**src/design/cbod_pkg.sv**
```systemverilog
// Shared types and constants for the chained block obfuscation decrypter.
`default_nettype none
package cbod_pkg;

  localparam int unsigned BLOCK_W = 64;
  localparam int unsigned MODE_W  = 2;
  localparam int unsigned INDEX_W = 2;

  // Configuration register indexes
  localparam logic [INDEX_W-1:0] REG_KEY_A = 2'd0;
  localparam logic [INDEX_W-1:0] REG_KEY_B = 2'd1;
  localparam logic [INDEX_W-1:0] REG_KEY_C = 2'd2;
  localparam logic [INDEX_W-1:0] REG_MODE  = 2'd3;

  // Mode bits: bit 1 selects pass-through, bit 0 selects the second round
  localparam int unsigned MODE_FULL_BIT = 0;
  localparam int unsigned MODE_PASS_BIT = 1;
  localparam logic [MODE_W-1:0] MODE_RESET = 2'd1;

  // Obfuscation round constants
  localparam logic [7:0] MUL_BYTE0 = 8'd63;
  localparam logic [7:0] MUL_BYTE1 = 8'd17;
  localparam logic [7:0] ADD_CONST = 8'd51;

  // Control from the sequencer to the datapath
  typedef struct packed {
    logic in_ready;
    logic mid_load;
    logic fold1;
    logic fold2;
    logic out_valid;
  } ctl_t;

endpackage
`default_nettype wire

```
**src/design/cbod_obf.sv**
```systemverilog
// Shared obfuscation round unit, split in two phases around a register.
`default_nettype none
module cbod_obf (
  input  wire logic                          clk,
  input  wire logic                          mid_load,
  input  wire logic [cbod_pkg::BLOCK_W-1:0]  work,
  output logic      [cbod_pkg::BLOCK_W-1:0]  mask
);

  logic [7:0]  d0, d1, d2, d3;
  logic [15:0] prod0, prod1, prod2;
  logic [7:0]  a_val, b_val, c_val, d_val, e_val;
  logic [7:0]  b_q, d_q, e_q, d3_q;
  logic [7:0]  f_val, g_val, h_val, i_val;

  assign d0 = work[7:0];
  assign d1 = work[15:8];
  assign d2 = work[23:16];
  assign d3 = work[31:24];

  // Phase one: constant products and the sums that feed the last product
  assign prod0 = {8'd0, d0} * {8'd0, cbod_pkg::MUL_BYTE0};
  assign prod1 = {8'd0, d1} * {8'd0, cbod_pkg::MUL_BYTE1};
  assign a_val = prod0[7:0];
  assign b_val = a_val + d3;
  assign c_val = prod1[7:0];
  assign d_val = c_val + d2;
  assign e_val = d_val + b_val;

  always_ff @(posedge clk) begin
    if (mid_load) begin
      b_q  <= b_val;
      d_q  <= d_val;
      e_q  <= e_val;
      d3_q <= d3;
    end
  end

  // Phase two: data-dependent product and the mask bytes
  assign prod2 = {8'd0, e_q} * {8'd0, d3_q};
  assign f_val = prod2[7:0];
  assign g_val = f_val + b_q + cbod_pkg::ADD_CONST;
  assign h_val = b_q ^ d_q;
  assign i_val = g_val ^ e_q;

  assign mask = {g_val, i_val, d_q, h_val, 32'd0};

endmodule
`default_nettype wire

```
**src/design/cbod_ctrl.sv**
```systemverilog
// Sequencer that steps the shared round unit through one or two rounds, or skips it in pass-through mode.
`default_nettype none
module cbod_ctrl (
  input  wire logic clk,
  input  wire logic rst,
  input  wire logic in_valid,
  input  wire logic out_ready,
  input  wire logic mode_pass,
  input  wire logic mode_full,
  output cbod_pkg::ctl_t ctl
);

  typedef enum logic [5:0] {
    S_IDLE = 6'b000001,
    S_A1   = 6'b000010,
    S_B1   = 6'b000100,
    S_A2   = 6'b001000,
    S_B2   = 6'b010000,
    S_OUT  = 6'b100000
  } state_t;

  state_t state, state_next;

  always_comb begin
    state_next = state;
    unique case (state)
      S_IDLE: begin
        if (in_valid) begin
          state_next = mode_pass ? S_OUT : S_A1;
        end
      end
      S_A1: state_next = S_B1;
      S_B1: state_next = mode_full ? S_A2 : S_OUT;
      S_A2: state_next = S_B2;
      S_B2: state_next = S_OUT;
      S_OUT: begin
        if (out_ready) begin
          state_next = S_IDLE;
        end
      end
      default: state_next = S_IDLE;
    endcase
  end

  always_ff @(posedge clk) begin
    if (rst) begin
      state <= S_IDLE;
    end else begin
      state <= state_next;
    end
  end

  assign ctl.in_ready  = (state == S_IDLE);
  assign ctl.mid_load  = (state == S_A1) || (state == S_A2);
  assign ctl.fold1     = (state == S_B1);
  assign ctl.fold2     = (state == S_B2);
  assign ctl.out_valid = (state == S_OUT);

endmodule
`default_nettype wire

```
**src/design/chained_block_obfuscation_decrypt.sv**
```systemverilog
// Top level of the chained block obfuscation decrypter.
//
// Usage: cipher blocks enter on the s_axis channel (tdata = cipher_block,
// tuser = first_of_file) and plain blocks leave on m_axis (tdata =
// plain_block), one plain block per cipher block, in order. Keys and mode
// are written through cfg_we/cfg_index/cfg_data while the block is idle.
//
// Operation: one item at a time. After the accepting edge, pass-through
// mode goes straight to the output state, single-round mode first runs one
// obfuscation round and full mode runs two. Each round uses the one shared
// round unit, first for the constant products, then for the data-dependent
// product, and the result is then offered until the output handshake.
//
// Reset clears the keys and the previous-block chain register and sets
// full mode. When the receiver stalls, the result holds on m_axis_tdata and
// no new item is taken until it is accepted.
`default_nettype none
module chained_block_obfuscation_decrypt (
  input  wire logic                                  clk,
  input  wire logic                                  rst,
  input  wire logic                                  s_axis_tvalid,
  output logic                                       s_axis_tready,
  input  wire logic [cbod_pkg::BLOCK_W-1:0]          s_axis_tdata,  // cipher_block
  input  wire logic                                  s_axis_tuser,  // first_of_file
  output logic                                       m_axis_tvalid,
  input  wire logic                                  m_axis_tready,
  output logic      [cbod_pkg::BLOCK_W-1:0]          m_axis_tdata,  // plain_block
  input  wire logic                                  cfg_we,
  input  wire logic [cbod_pkg::INDEX_W-1:0]          cfg_index,
  input  wire logic [cbod_pkg::BLOCK_W-1:0]          cfg_data
);

  logic [cbod_pkg::BLOCK_W-1:0] key_a, key_b, key_c;
  logic [cbod_pkg::MODE_W-1:0]  cipher_mode;
  logic [cbod_pkg::MODE_W-1:0]  mode_q;
  logic [cbod_pkg::BLOCK_W-1:0] prior_cipher;
  logic [cbod_pkg::BLOCK_W-1:0] work;
  logic [cbod_pkg::BLOCK_W-1:0] chain;
  logic [cbod_pkg::BLOCK_W-1:0] out_data;
  logic [cbod_pkg::BLOCK_W-1:0] mask;
  logic [cbod_pkg::BLOCK_W-1:0] round_out;
  logic [cbod_pkg::BLOCK_W-1:0] swapped;
  logic                         in_fire;
  cbod_pkg::ctl_t               ctl;

  assign in_fire = s_axis_tvalid && s_axis_tready;

  // Configuration registers
  always_ff @(posedge clk) begin
    if (rst) begin
      key_a       <= '0;
      key_b       <= '0;
      key_c       <= '0;
      cipher_mode <= cbod_pkg::MODE_RESET;
    end else if (cfg_we) begin
      unique case (cfg_index)
        cbod_pkg::REG_KEY_A: key_a       <= cfg_data;
        cbod_pkg::REG_KEY_B: key_b       <= cfg_data;
        cbod_pkg::REG_KEY_C: key_c       <= cfg_data;
        cbod_pkg::REG_MODE:  cipher_mode <= cfg_data[cbod_pkg::MODE_W-1:0];
        default: ;
      endcase
    end
  end

  // Previous cipher block: loaded on every accepted item, whatever the mode
  always_ff @(posedge clk) begin
    if (rst) begin
      prior_cipher <= '0;
    end else if (in_fire) begin
      prior_cipher <= s_axis_tdata;
    end
  end

  cbod_ctrl u_ctrl (
    .clk       (clk),
    .rst       (rst),
    .in_valid  (s_axis_tvalid),
    .out_ready (m_axis_tready),
    .mode_pass (cipher_mode[cbod_pkg::MODE_PASS_BIT]),
    .mode_full (mode_q[cbod_pkg::MODE_FULL_BIT]),
    .ctl       (ctl)
  );

  cbod_obf u_obf (
    .clk      (clk),
    .mid_load (ctl.mid_load),
    .work     (work),
    .mask     (mask)
  );

  assign round_out = work ^ mask;
  assign swapped   = {round_out[31:0], round_out[63:32]};

  // Datapath: the work register carries the block between rounds
  always_ff @(posedge clk) begin
    if (in_fire) begin
      mode_q <= cipher_mode;
      work   <= s_axis_tdata ^ key_a;
      chain  <= s_axis_tuser ? '0 : prior_cipher;
      // Pass-through: result is the cipher block itself, no chaining
      if (cipher_mode[cbod_pkg::MODE_PASS_BIT]) begin
        out_data <= s_axis_tdata;
      end
    end else if (ctl.fold1) begin
      work     <= swapped ^ key_b;
      out_data <= swapped ^ chain;
    end else if (ctl.fold2) begin
      out_data <= round_out ^ key_c ^ chain;
    end
  end

  assign s_axis_tready = ctl.in_ready;
  assign m_axis_tvalid = ctl.out_valid;
  assign m_axis_tdata  = out_data;

  // One item in flight: never take input while a result is offered
  a_no_overlap: assert property (@(posedge clk) disable iff (rst)
    !(s_axis_tready && m_axis_tvalid))
    else $error("input ready while output valid");

  // Pass-through returns the accepted block on the next cycle
  a_pass_latency: assert property (@(posedge clk) disable iff (rst)
    (in_fire && cipher_mode[cbod_pkg::MODE_PASS_BIT])
      |=> (m_axis_tvalid && m_axis_tdata == $past(s_axis_tdata)))
    else $error("pass-through result wrong or late");

  // Single-round mode offers its result once states S_A1 and S_B1 follow acceptance
  a_single_latency: assert property (@(posedge clk) disable iff (rst)
    (in_fire && !cipher_mode[cbod_pkg::MODE_PASS_BIT]
             && !cipher_mode[cbod_pkg::MODE_FULL_BIT])
      |-> ##3 m_axis_tvalid)
    else $error("single-round result late");

endmodule
`default_nettype wire
```
**config.mk**
```make
export PLATFORM = sky130hd
export DESIGN_NAME = chained_block_obfuscation_decrypt
export DESIGN_NICKNAME = d
export VERILOG_FILES = /design/src/design/cbod_pkg.sv /design/src/design/cbod_obf.sv /design/src/design/cbod_ctrl.sv /design/src/design/chained_block_obfuscation_decrypt.sv
export SDC_FILE = /design/constraint.sdc
export NUM_CORES = 1
export LEC_CHECK = 0
export BUFFER_PORTS_ARGS = -buffer_cell sky130_fd_sc_hd__buf_2
export CORE_MARGIN = 2
export CORE_UTILIZATION = 35
export CTS_CLUSTER_DIAMETER = 60
export DETAILED_ROUTE_END_ITERATION = 6
export HOLD_SLACK_MARGIN = 0.05
export PLACE_DENSITY = 0.53
export SLEW_MARGIN = 20
export SYNTH_ARGS = -nofsm -noshare
export SYNTH_HDL_FRONTEND = slang
export SYNTH_SLANG_ARGS = --single-unit
```
**constraint.sdc**
```tcl
create_clock -name clk -period 12.6 [get_ports clk]
set_clock_uncertainty 0.05 [all_clocks]
set_input_delay 1.89 -clock clk [delete_from_list [all_inputs] [get_ports clk]]
set_output_delay 1.89 -clock clk [all_outputs]
set_load 0.01 [all_outputs]
```
# After elaboration in Yosys (flattened, before gate mapping)
# Index checks and enable logic that the tools add are counted.
# classes
bitwise	8
muxes	11
n_reduce_logical	11
add_sub_neg	5
n_eq_ne	12
mul	3
# op_table
operator	n
64-bit 2-to-1 mux	6
64-bit XOR	6
6-bit case mux with 6 select lines	1
8-bit adder	4
6-bit 2-to-1 mux	4
8-bit XOR	2
2-bit AND reduction	6
8-bit by 6-bit adder with 8-bit output, second input constant	1
8-bit by 5-bit multiplier with 8-bit output, second input constant	1
8-bit by 6-bit multiplier with 8-bit output, second input constant	1
8-bit by 8-bit multiplier with 8-bit output	1
6-bit by 1-bit equality test with 1-bit output, second input constant	1
6-bit by 2-bit equality test with 1-bit output, second input constant	1
6-bit by 3-bit equality test with 1-bit output, second input constant	1
6-bit by 4-bit equality test with 1-bit output, second input constant	1
6-bit by 5-bit equality test with 1-bit output, second input constant	1
6-bit equality test, second input constant	1
2-bit equality test, second input constant	2
2-bit inequality test, second input constant	2
3-bit nonzero test	1
2-bit by 1-bit equality test with 1-bit output, second input constant	1
2-bit zero test	1
2-bit by 1-bit inequality test with 1-bit output, second input constant	1
2-bit nonzero test	1
other kinds (2)	2
# totals
word_cells	64
regBits	489
input_bits	136
output_inout_bits	66

# Longest topological paths before layout
# Gate-level depths: netlist of the first run.
# depth
ltp_word	10
mapped_depth	20

# Hierarchy
# Synthesis of the first run repeated with hierarchy kept, for this count alone.
# unflattened
hier_cells	2431
area_unflattened_um2	24953.9
# by_module_without_submodules
mod	n_inst	cells_each	area_per_inst_um2
chained_block_obfuscation_decrypt	1	1997	20517.2
cbod_obf	1	392	4086.4
cbod_ctrl	1	42	350.3

# Worst setup path before layout of the first run
# Ideal clock, no wire load.
# synth_timing
kind	register to register
startpoint	register u_obf.d3_q[0]
endpoint	register out_data (netlist bit m_axis_tdata[23]), data pin
path_stages_with_launch	19
path_slack_ns	7.353
setup_time_ns	0.267
t_arrival_ns	4.930
cell_sequence	edfxtp_1 > nand2_1 > fa_1 > fa_1 > fa_1 > inv_1 > fa_1 > inv_1 > fa_1 > inv_1 > ha_1 > o21a_1 > o31a_1 > o21a_1 > nor2_1 > xnor3_4 > o21ai_2 > xor2_1 > o21ai_0
# synth_between
elab_chain_cells	8
# synth_rtl
item	line_no	source
from (decl)	cbod_obf.sv:13	logic [7:0] b_q, d_q, e_q, d3_q;
from (signal assigned)	cbod_obf.sv:35	d3_q <= d3;
8-bit by 8-bit multiplier with 8-bit output	cbod_obf.sv:40	assign prod2 = {8'd0, e_q} * {8'd0, d3_q};
8-bit adder	cbod_obf.sv:42	assign g_val = f_val + b_q + cbod_pkg::ADD_CONST;
8-bit by 6-bit adder with 8-bit output	cbod_obf.sv:42	
8-bit XOR	cbod_obf.sv:44	assign i_val = g_val ^ e_q;
64-bit XOR	chained_block_obfuscation_decrypt.sv:92	assign round_out = work ^ mask;
64-bit XOR	chained_block_obfuscation_decrypt.sv:107	out_data <= swapped ^ chain;
64-bit 2-to-1 mux	chained_block_obfuscation_decrypt.sv:105	end else if (ctl.fold1) begin
64-bit 2-to-1 mux	chained_block_obfuscation_decrypt.sv:97	if (in_fire) begin
to (signal assigned)	chained_block_obfuscation_decrypt.sv:103	out_data <= s_axis_tdata;
to (signal assigned)	chained_block_obfuscation_decrypt.sv:107	
to (signal assigned)	chained_block_obfuscation_decrypt.sv:109	out_data <= round_out ^ key_c ^ chain;
to (decl)	chained_block_obfuscation_decrypt.sv:39	logic [cbod_pkg::BLOCK_W-1:0] out_data;
# Every way passes these cells.
# A chain may end at the register's enable or synchronous reset.

# Worst setup path after layout of the first run
# Ends and elaborated chain as after synthesis.

==> impl_results.md, run 1 <==
* Port buffer count at 201
* Design Power at roughly 6000 uW
* CTS tree: done
* Commonest non-fill, non-tap cell in the layout: nand2_1
* Met3 Use GR at approximately 3.3%
* Via/cell ratio at approximately 4.9
* Peak Freq at between 150 and 200 MHz
* Height of the die at between 200 and 300 microns
* Initial antenna violation count at 12
* Worst VDD drop at roughly 0.26 mV
* Tot GR Track Use at around a fifth
* Share of layout cells above drive strength 1 at between 10% and 20%
* Top cells by area, synth: edfxtp_1 (29%), dfxtp_1 (22%), nand2_1 (10%)
* CTS Buf Count at 56
* Routing usage on met2 at a little over a third
* Clk Latency, worst-skew pair at about 0.63 ns
* Cell variety after synth at between 40 and 50
* Synth Area per Inst at approximately 9.5 sq um
* Leakage power at slightly above 0.01 uW
* Die width at 264 microns
* Final Hold Fails at 0
* Pwr per Cell Area at ~220 nW/um^2
* Clk network pwr share at between 20% and 30%
* Crit path max fanout at 8
* Fill cells at 6606
* Critical-path top delay cell: fa_1
* Final HPWL DP at between 40000 and 50000 microns
* Yosys warnings at 0
* Clock root buffer: clkbuf_16
* Status: completed
* Worst Hold Path EP: mode_q[0]
* Sw Pwr at around 2100 uW
* Share of the synthesized area in the top cell type at 28.6%
* Max-cap violations at 0
* Count of state elements after synthesis at slightly below 500
* Largest net degree at the start of global routing at 119
* Post-layout minimum cycle time at 5.63 ns
* Setup violators final at 0
* Worst EP arrival at 5.93 ns
* Vias in the first global route at around 17000
* Core Area at about 67000 sq um
* Hold wc startpoint: cipher_mode[0]
* Worst-path cell chain: nand2_1 -> fa_1 -> fa_1 -> fa_1 -> inv_1 -> fa_1 -> inv_1 -> fa_1 -> inv_1 -> ha_1 -> o21a_1 -> o31a_1 -> o21a_1 -> nor2_1 -> xnor3_4 -> o21ai_2 -> xor2_1 -> o21ai_0
* Most common flop cell mapped by yosys: dfxtp_1
* Startpoint types: flip-flop
* GRT busiest layer: met2
* Wire length of the first global-routing pass at ~110000 microns
* Post-Syn Instances at approximately 2500
* Syn_nets at around 2700
* Reg power frac at between 30% and 40%
* Hold buffer count at cts at 0
* CP dominant cell by count: fa_1
* Final GP Congestion at between 0.8 and 0.9
* Max Slew Vio Count at 0
* FP Rows at 95
* Routed Antenna Nets at 0
* Worst r2r dst: m_axis_tdata[23]
* Cell taking the most area after synthesis: edfxtp_1
* Power Internal at 3920 uW
* Asr flop ratio synth at 0%
* Overall via count from detail_route at around 17000
* Clock Tree Buf Depth at 3
* Resize count post-CTS at 0
* DR DRC count at 0
* DRT iter0 DRCs at about 1000
* Reg2Reg Launch Point: u_obf.d3_q[0]
* Die Area at between 60000 and 70000 sq um
* Mapped Area at between 20000 and 25000 sq um
* Kind of critical path: reg2reg
* Drt total wl at 72300 microns
* Area grow syn2layout at 15.2%
* H-Tree Depth at 2
* DRT Pass-1 Iters at 5
* Worst min-delay path class: reg2reg
* Clock tree sinks at 489
* # IOs at 202
* Final setup TNS at 0 ns
* Worst reg2reg setup slack at roughly 7 ns
* Relative slew slack at between 20% and 30%
* Register area share after synthesis at between 50% and 60%
* Critical Path RT at approximately 13 ns
* CTS clk-pin slew, worst paths at 0.06 ns
* Worst r2r path cells at 18
* Switch share at 34.5%
* Highest-count cells in the layout ignoring fill and taps: nand2_1 (646), a21oi_1 (339), dfxtp_1 (264)
* Comb power frac at slightly below 40%
* Gr ovfl total at 0
* Tcrit/Tclk final at approximately 45%
* Postcts setup bufs at 0
* Slew @ Worst Pin at approximately 1.1 ns
* WL/cell at about 20 microns
* Initial core utilization at 35.2%
* Kind of end point of the critical path: flip-flop
* Post-synth EDFFs at ~230
* Nets at between 2000 and 3000
* M1 GR Usage at 25.6%
* RSZ-0062 raised after global routing: no
* Hold depth at 0
* Worst path max stage delay at roughly 0.57 ns
[per-layer routing]
| layer | wire (microns) | up-vias |
|---|---|---|
| met4 | 2450 | 14 |
| met5 | 99 | - |
| met3 | 3370 | 119 |
| met1 | 30600 | 8384 |
| met2 | 35800 | 398 |
| li1 | - | 8430 |
[worst max path at each step]
| stage | from | to | cells past startpoint |
|---|---|---|---|
| 4_1_cts | u_obf.d3_q[0] | m_axis_tdata[23] | 18 |
| 2_1_floorplan | u_obf.d3_q[0] | m_axis_tdata[23] | 18 |
| 5_1_grt | u_obf.d3_q[0] | m_axis_tdata[23] | 18 |
| 6_report | u_obf.d3_q[0] | m_axis_tdata[23] | 18 |
| 3_5_place_dp | u_obf.d3_q[0] | m_axis_tdata[23] | 18 |
| 3_3_place_gp | u_obf.d3_q[0] | m_axis_tdata[23] | 18 |
[logic make-up after synthesis]
group | synth area share [%]
compound gates | 10.6
flops | 51.1
mux | 0.170
xor+xnor | 13.8
buf+inv | 3.49
simple gates | 14.4
fa+ha+maj | 6.57
[cell type report]
| type | count | area (sq um) | share of cell area [%] |
|---|---|---|---|
| well taps | 873 | 1090 | 4.02 |
| clock buffers | 77 | 1590 | 5.87 |
| diodes | 2 | 5.00 | 0.0184 |
| clock inverters | 27 | 193 | 0.709 |
| inverters | 80 | 308 | 1.13 |
| flip-flops and latches | 489 | 12000 | 44.3 |
| repair buffers | 220 | 1160 | 4.26 |
| multi-input cells | 1777 | 10800 | 39.7 |
[Yosys cell counts (7+ instances only)]
master	number
nand2_1	648
a21oi_1	339
dfxtp_1	264
xnor2_1	232
edfxtp_1	225
clkbuf_1	127
o21ai_0	126
xor2_1	119
inv_1	80
nor2_1	72
nor2b_1	67
ha_1	63
fa_1	38
buf_1	8
a21o_1	7
o21bai_1	7
[metrics by stage]
stage / worst slack [ns] / area [sq um] / hold WS [ns] / utilization (%) / cells
after CTS: 6.92 / 27200 / 0.384 / 40.6 / 3543
after floorplan: 7.35 / 23600 / 0.358 / - / 2483
after global routing: 6.64 / 27200 / 0.405 / 40.6 / 3544
final: 6.97 / 27200 / 0.383 / 40.6 / 3545
after global placement: 6.92 / 25400 / 0.364 / 37.9 / 3439
after detailed placement: 6.94 / 25400 / 0.374 / 37.9 / 3439
[critical path: cells and delay by family (launching register included)]
| kind | cells | cell delay (ns) |
|---|---|---|
| xor gates and xnor gates | 2 | 0.65 |
| DFF | 1 | 0.52 |
| adders and majority gates | 6 | 2.80 |
| buffers and inverters | 3 | 0.14 |
| and+or+nand+nor | 2 | 0.54 |
| AOI/OAI and AO/OA | 5 | 0.63 |
[sequential cells by signal (all words and copies together) (netlist names)]
register,count
u_obf.b_q,8
m_axis_tdata,64
chain,64
prior_cipher,64
mode_q,1
u_ctrl.state,6
key_a,64
u_obf.d3_q,8
u_obf.e_q,8
work,64
key_b,64
key_c,64
cipher_mode,2
u_obf.d_q,8
[power by group through the flow]
| stage | Sequential (uW) | Clock [uW] | Combinational, uW |
|---|---|---|---|
| after global routing | 2070 | 1680 | 2610 |
| after global placement | 2090 | 0 | 2320 |
| after detailed placement | 2090 | 0 | 2370 |
| after floorplan | 2030 | 0 | 1830 |
| after CTS | 2060 | 1620 | 2390 |
| final | 2060 | 1580 | 2350 |
Note: power is estimated with default switching activity, not from simulation.
==> inputs of run 2 (changes only) <==
- PLACE_DENSITY: 0.53 -> 0.54
- clock period: 12.6 -> 4.8 ns (I/O delays scaled with it)
==> run 2 against run 1 <==
- the flow now finishes with violations (negative setup slack)
- hold slack worse by 0.072 ns
- worst setup slack worse by 7.2 ns
- cell area is 3.3% higher
- sequential cell count stayed put
- sequential share of layout area fell by 1.4 points
- maximum frequency rose by 12%
- non-clock buffer count up 63
- die area stayed put
- critical path depth stayed put
- clock-buffer cell count up 11
- critical endpoint is now m_axis_tdata[55]
- largest cell class unchanged
==> impl_results.md, run 2 (synthesis results as in run 1) <==
* Status: finished with violations
* Failing checks: negative setup slack
* Initial core utilization at 35.2% (unchanged)
* Clock root buffer: clkbuf_16
* CP top delay family: adder cells
* Worst VDD drop at 0.550 mV (+110%)
* Routed Antenna Nets at 0 (unchanged)
* M1 GR Usage at 25.8% (+0.22 points)
* Routing usage on met2 at 35.6% (-0.53 points)
* Initial antenna violation count at 13 (+1)
* GRT busiest layer: met2
* Leakage power at 0.0107 uW (+4.1%)
* Die Area at 69500 sq um (unchanged)
* Worst min-delay path class: in2reg
* Largest net degree at the start of global routing at 108 (-9.2%)
* Area grow syn2layout at 19.0%
* Slack of the critical path at -0.228 ns (-7.20 ns)
* Kind of critical path: reg2reg
* CP Buf/Inv Count at 3 (unchanged)
* Peak Freq at 199 MHz (+12%)
* Share of layout cells above drive strength 1 at 15.6% (+3.3 points)
* Clock tree sinks at 489 (unchanged)
* RSZ-0062 raised after global routing: yes
* FP Rows at 95 (unchanged)
* Gr ovfl total at 0 (unchanged)
* Nets at 2923 (+2.2%)
* Hold buffer count at cts at 0 (unchanged)
* Kind of end point of the critical path: flip-flop
* Tcrit/Tclk final at 105% (+60 points)
* Final Hold Fails at 0 (unchanged)
* Startpoint types: flip-flop
* Max-cap violations at 0 (unchanged)
* Drt total wl at 71900 microns (-0.49%)
* Crit path max fanout at 4 (-4)
* Critical-path top delay cell: fa_1
* CTS tree: done
* Vias in the first global route at 17200 (-1.4%)
* Clock Tree Buf Depth at 3 (unchanged)
* Die width at 264 microns (unchanged)
* Slew @ Worst Pin at 1.06 ns (-0.0336 ns)
* Critical Path RT at 5.09 ns (-7.81 ns)
* Tot GR Track Use at 20.5% (-0.15 points)
* DRT iter0 DRCs at 1264 (+24%)
* Pwr per Cell Area at 608 nW/um^2 (+180%)
* Design area at 28100 sq um (+3.3%)
* Worst path max stage delay at 0.56 ns (about the same)
* Core Area at 66900 sq um (unchanged)
* DRT Pass-1 Iters at 7 (+2)
* Max Slew Vio Count at 0 (unchanged)
* Setup violators final at 13 (+13)
* DR DRC count at 0 (unchanged)
* Final GP Congestion at 0.844 (+4.0%)
* CTS clk-pin slew, worst paths at 0.06 ns (about the same)
* Wire length of the first global-routing pass at 107000 microns (-0.60%)
* Met3 Use GR at 3.36% (+0.0094 points)
* Highest-count cells in the layout ignoring fill and taps: nand2_1 (644), a21oi_1 (333), dfxtp_1 (264)
* Final HPWL DP at 49800 microns (+3.7%)
* Overall via count from detail_route at 17500 (+0.70%)
* Post-layout minimum cycle time at 5.03 ns (-0.598 ns)
* Port buffer count at 201 (unchanged)
* # IOs at 202 (unchanged)
* H-Tree Depth at 2 (unchanged)
* Fill cells at 6495 (-1.7%)
* Storage element area at 12000 sq um (unchanged)
* WL/cell at 19.9 microns (-2.3%)
* CTS Buf Count at 55 (-1.8%)
* Commonest non-fill, non-tap cell in the layout: nand2_1
* Relative slew slack at 28.3% (+1.5 points)
* Via/cell ratio at 4.84 (-1.1%)
* Height of the die at 264 microns (unchanged)
* Worst-path cell chain: nand2_1 -> fa_1 -> fa_1 -> fa_1 -> inv_1 -> fa_1 -> inv_1 -> fa_1 -> inv_2 -> ha_4 -> o21a_1 -> o31a_1 -> o21a_1 -> nor2_4 -> xnor2_4 -> xnor2_2 -> nor4b_1 -> or3_1
* Worst EP arrival at 5.32 ns (-0.61 ns)
* Area occupied by multi-input gates at 11100 sq um (+3.0%)
* Clk Latency, worst-skew pair at 0.62 ns (about the same)
* CP dominant cell by count: fa_1
* Worst reg2reg setup slack at -0.23 ns (-7.20 ns)
* Placed Area at 25900 sq um (+1.9%)
* Final setup TNS at -1.34 ns (-1.34 ns)
* Final Hold Slack at 0.312 ns (-0.0715 ns)
[run 2: final timing paths]
check,start,to,depth (start not counted)
hold / removal,cfg_data[48],key_c[48],3
hold reg to reg,cipher_mode[0],mode_q[0],0
setup / recovery,u_obf.d3_q[0],m_axis_tdata[55],18
setup reg to reg,u_obf.d3_q[0],m_axis_tdata[55],18
[run 2: metrics by stage]
stage	total power, uW	setup WS [ns]	util (%)	std cells
finish	17100	-0.228	41.9	3609
CTS	16700	-0.220	41.5	3599
floorplan	10100	-0.0733	-	2483
detailed placement	12200	-0.310	38.6	3492
global placement	12000	-0.319	38.6	3492
global route	18100	-0.394	41.9	3606
[run 2: final cells by class]
type / count / area share, %
multi-input combinational: 1777 / 39.5
clock buffer: 88 / 6.00
tap: 873 / 3.89
inverter: 80 / 1.10
clock inverter: 16 / 0.468
sequential: 489 / 42.9
antenna: 3 / 0.0267
timing repair buffer: 283 / 6.10
[run 2: report_power, final]
part           internal (uW)  switching (uW)
logic                   3820            3670
registers               5070             304
clock network           2460            1760
total                  11300            5730
[run 2: timing repair]
action,4_1_cts,5_1_grt
endpoints found under the hold margin,0,0
setup endpoints to repair,17,26
pin swaps,14,26
gates resized for setup,17,42
buffers inserted,3,8
[run 2: routing by layer]
layer | routed length [microns] | part of all wire, % | vias up
met5 | 83 | 0.12 | -
met1 | 30500 | 42 | 8359
li1 | - | - | 8577
met4 | 2010 | 2.8 | 14
met3 | 3870 | 5.4 | 105
met2 | 35400 | 49 | 412
[run 2: worst reg2reg max path, delay by kind of cell (launching register included)]
kind	cells	cell delay, ns
XOR/XNOR	2	0.27
adder cells (fa/ha/maj)	6	2.67
AND/OR/NAND/NOR	4	0.82
AO/OA/AOI/OAI	3	0.43
buffers and inverters	3	0.15
flip-flops	1	0.40
==> inputs of run 3 (changes only) <==
- PLACE_DENSITY: 0.54 -> 0.64
==> run 3 against run 2 <==
- the flow still finishes with violations (negative setup slack)
- register-to-register slack about the same
- critical path depth unchanged
- clock power up 3%
- die area unchanged
- worst setup slack worse by 0.0043 ns
==> impl_results.md, run 3 (synthesis results as in run 1) <==
* Pwr per Cell Area at 607 nW/um^2 (-0.25%)
* Highest-count cells in the layout ignoring fill and taps: nand2_1 (646), a21oi_1 (336), dfxtp_1 (264)
* Critical Path RT at 5.08 ns (about the same)
* Slew @ Worst Pin at 1.05 ns (-0.0179 ns)
* Slack of the critical path at -0.233 ns (-0.00429 ns)
* Wire length of the first global-routing pass at 103000 microns (-4.0%)
* DR DRC count at 0 (unchanged)
* Final Hold Fails at 0 (unchanged)
* Placed Area at 25800 sq um (-0.11%)
* Startpoint types: flip-flop
* Storage element area at 12000 sq um (unchanged)
* Overall via count from detail_route at 17300 (-0.87%)
* Nets at 2916 (-0.24%)
* Failing checks: negative setup slack
* Critical-path top delay cell: fa_1
* Kind of critical path: reg2reg
* Placed Instances at 3490 (-0.057%)
* Clock Tree Buf Depth at 3 (unchanged)
* CTS tree: done
* Max Slew Vio Count at 0 (unchanged)
* Clk Latency, worst-skew pair at 0.62 ns (about the same)
* Final Core Density at 41.7% (-0.25 points)
* Gr ovfl total at 0 (unchanged)
* WL/cell at 18.9 microns (-5.3%)
* Tcrit/Tclk final at 105% (about the same)
* Height of the die at 264 microns (unchanged)
* Via/cell ratio at 4.81 (-0.59%)
* Core Area at 66900 sq um (unchanged)
* Non-filler cells, final at 3599 (-0.28%)
* Crit path max fanout at 5 (+1)
* Worst r2r path cells at 18 (unchanged)
* CP dominant cell by count: fa_1
* Initial core utilization at 35.2% (unchanged)
* CP Buf/Inv Count at 3 (unchanged)
* Routed Antenna Nets at 0 (unchanged)
* Vias in the first global route at 16800 (-2.2%)
* Tot GR Track Use at 19.4% (-1.0 points)
* Area grow syn2layout at 18.3%
* Design Power at 16900 uW (-0.85%)
* DRT Pass-1 Iters at 5 (-2)
* CTS clk-pin slew, worst paths at 0.07 ns (about the same)
* H-Tree Depth at 2 (unchanged)
* Relative slew slack at 30.3% (+1.9 points)
* Die Area at 69500 sq um (unchanged)
* DRT iter0 DRCs at 1280 (+1.3%)
* Area occupied by multi-input gates at 10900 sq um (-1.5%)
* Worst-path cell chain: nand2_1 -> fa_1 -> fa_1 -> fa_1 -> inv_1 -> fa_1 -> inv_1 -> fa_1 -> inv_2 -> ha_4 -> o21a_1 -> o31a_1 -> o21a_1 -> nor2_4 -> xnor2_4 -> xnor2_2 -> nor4b_1 -> or3_1
* Status: finished with violations
* FP Rows at 95 (unchanged)
* Hold depth at 3 (unchanged)
* Worst EP arrival at 5.32 ns (about the same)
* CP top delay family: adder cells
* Worst VDD drop at 0.586 mV (+6.5%)
* Max-cap violations at 0 (unchanged)
* Kind of end point of the critical path: flip-flop
* Commonest non-fill, non-tap cell in the layout: nand2_1
* Post-layout minimum cycle time at 5.03 ns (+0.00429 ns)
* Clock tree sinks at 489 (unchanged)
* Fill cells at 6527 (+0.49%)
* Final setup TNS at -1.21 ns (+0.133 ns)
* Drt total wl at 67900 microns (-5.6%)
* Clock root buffer: clkbuf_16
* Port buffer count at 201 (unchanged)
* Worst min-delay path class: in2reg
* Die width at 264 microns (unchanged)
* Share of layout cells above drive strength 1 at 14.9% (-0.72 points)
* Initial antenna violation count at 17 (+4)
* Setup violators final at 10 (-3)
* Hold buffer count at cts at 0 (unchanged)
* Design area at 27900 sq um (-0.60%)
* CTS Buf Count at 53 (-3.6%)
* Worst path max stage delay at 0.54 ns (-0.02 ns)
* RSZ-0062 raised after global routing: yes
* Leakage power at 0.0106 uW (-0.23%)
* Final GP Congestion at 0.880 (+4.2%)
* Largest net degree at the start of global routing at 117 (+8.3%)
* # IOs at 202 (unchanged)
* Final HPWL DP at 46100 microns (-7.5%)
* Peak Freq at 199 MHz (about the same)
* Worst path depth at 18 (unchanged)
[run 3: cell types whose count changed in the layout (fill, tap and decap cells not counted), sizes merged]
cell      change
clkbuf        -6
buf           -5
bufinv        +3
inv           -2
clkinvlp      +1
diode         -1
[run 3: per-stage QoR]
step,setup slack (ns),hold WS [ns]
after detailed placement,-0.282,0.372
after global placement,-0.212,0.368
after CTS,-0.203,0.288
after global routing,-0.430,0.309
final,-0.233,0.323
after floorplan,-0.0733,0.358
[run 3: where the power goes]
group	internal, uW	leakage, uW	switching, uW
Clock	2580	0.000921	1750
Combinational	3720	0.00545	3520
Sequential	5070	0.00427	287
Total	11400	0.0106	5560
[run 3: tightest hold or removal path: stages]
cell     delay, ns
buf_2         0.12
nand2_1       0.05
a21oi_1       0.05
[run 3: layout make-up]
class                      instances  share of cell area, %
inverter                          80                   1.10
antenna                            2                 0.0179
timing repair buffer             278                   5.94
clock inverter                    18                  0.821
clock buffer                      82                   5.88
multi-input combinational       1777                   39.2
sequential                       489                   43.2
tap                              873                   3.92
[run 3: metal layers]
metal / share of wire, % / GRT usage, % / routed length [microns]
met1: 42 / 24.6 / 28800
met2: 48 / 33.3 / 32900
met3: 5.6 / 3.65 / 3800
met4: 3.3 / 6.39 / 2270
met5: 0.20 / 0 / 133
[run 3: worst paths after layout]
check,startpoint,endpoint,slack [ns]
setup reg to reg,u_obf.d3_q[1],m_axis_tdata[55],-0.23
hold / removal,cfg_data[26],key_c[26],0.32
hold reg to reg,cipher_mode[0],mode_q[0],0.38
setup / recovery,u_obf.d3_q[1],m_axis_tdata[55],-0.23
[run 3: repair_timing]
item                       4_1_cts  5_1_grt
gates resized for setup         21       12
setup endpoints to repair       13       21
setup buffers                    4        4
pin swaps                       14        7
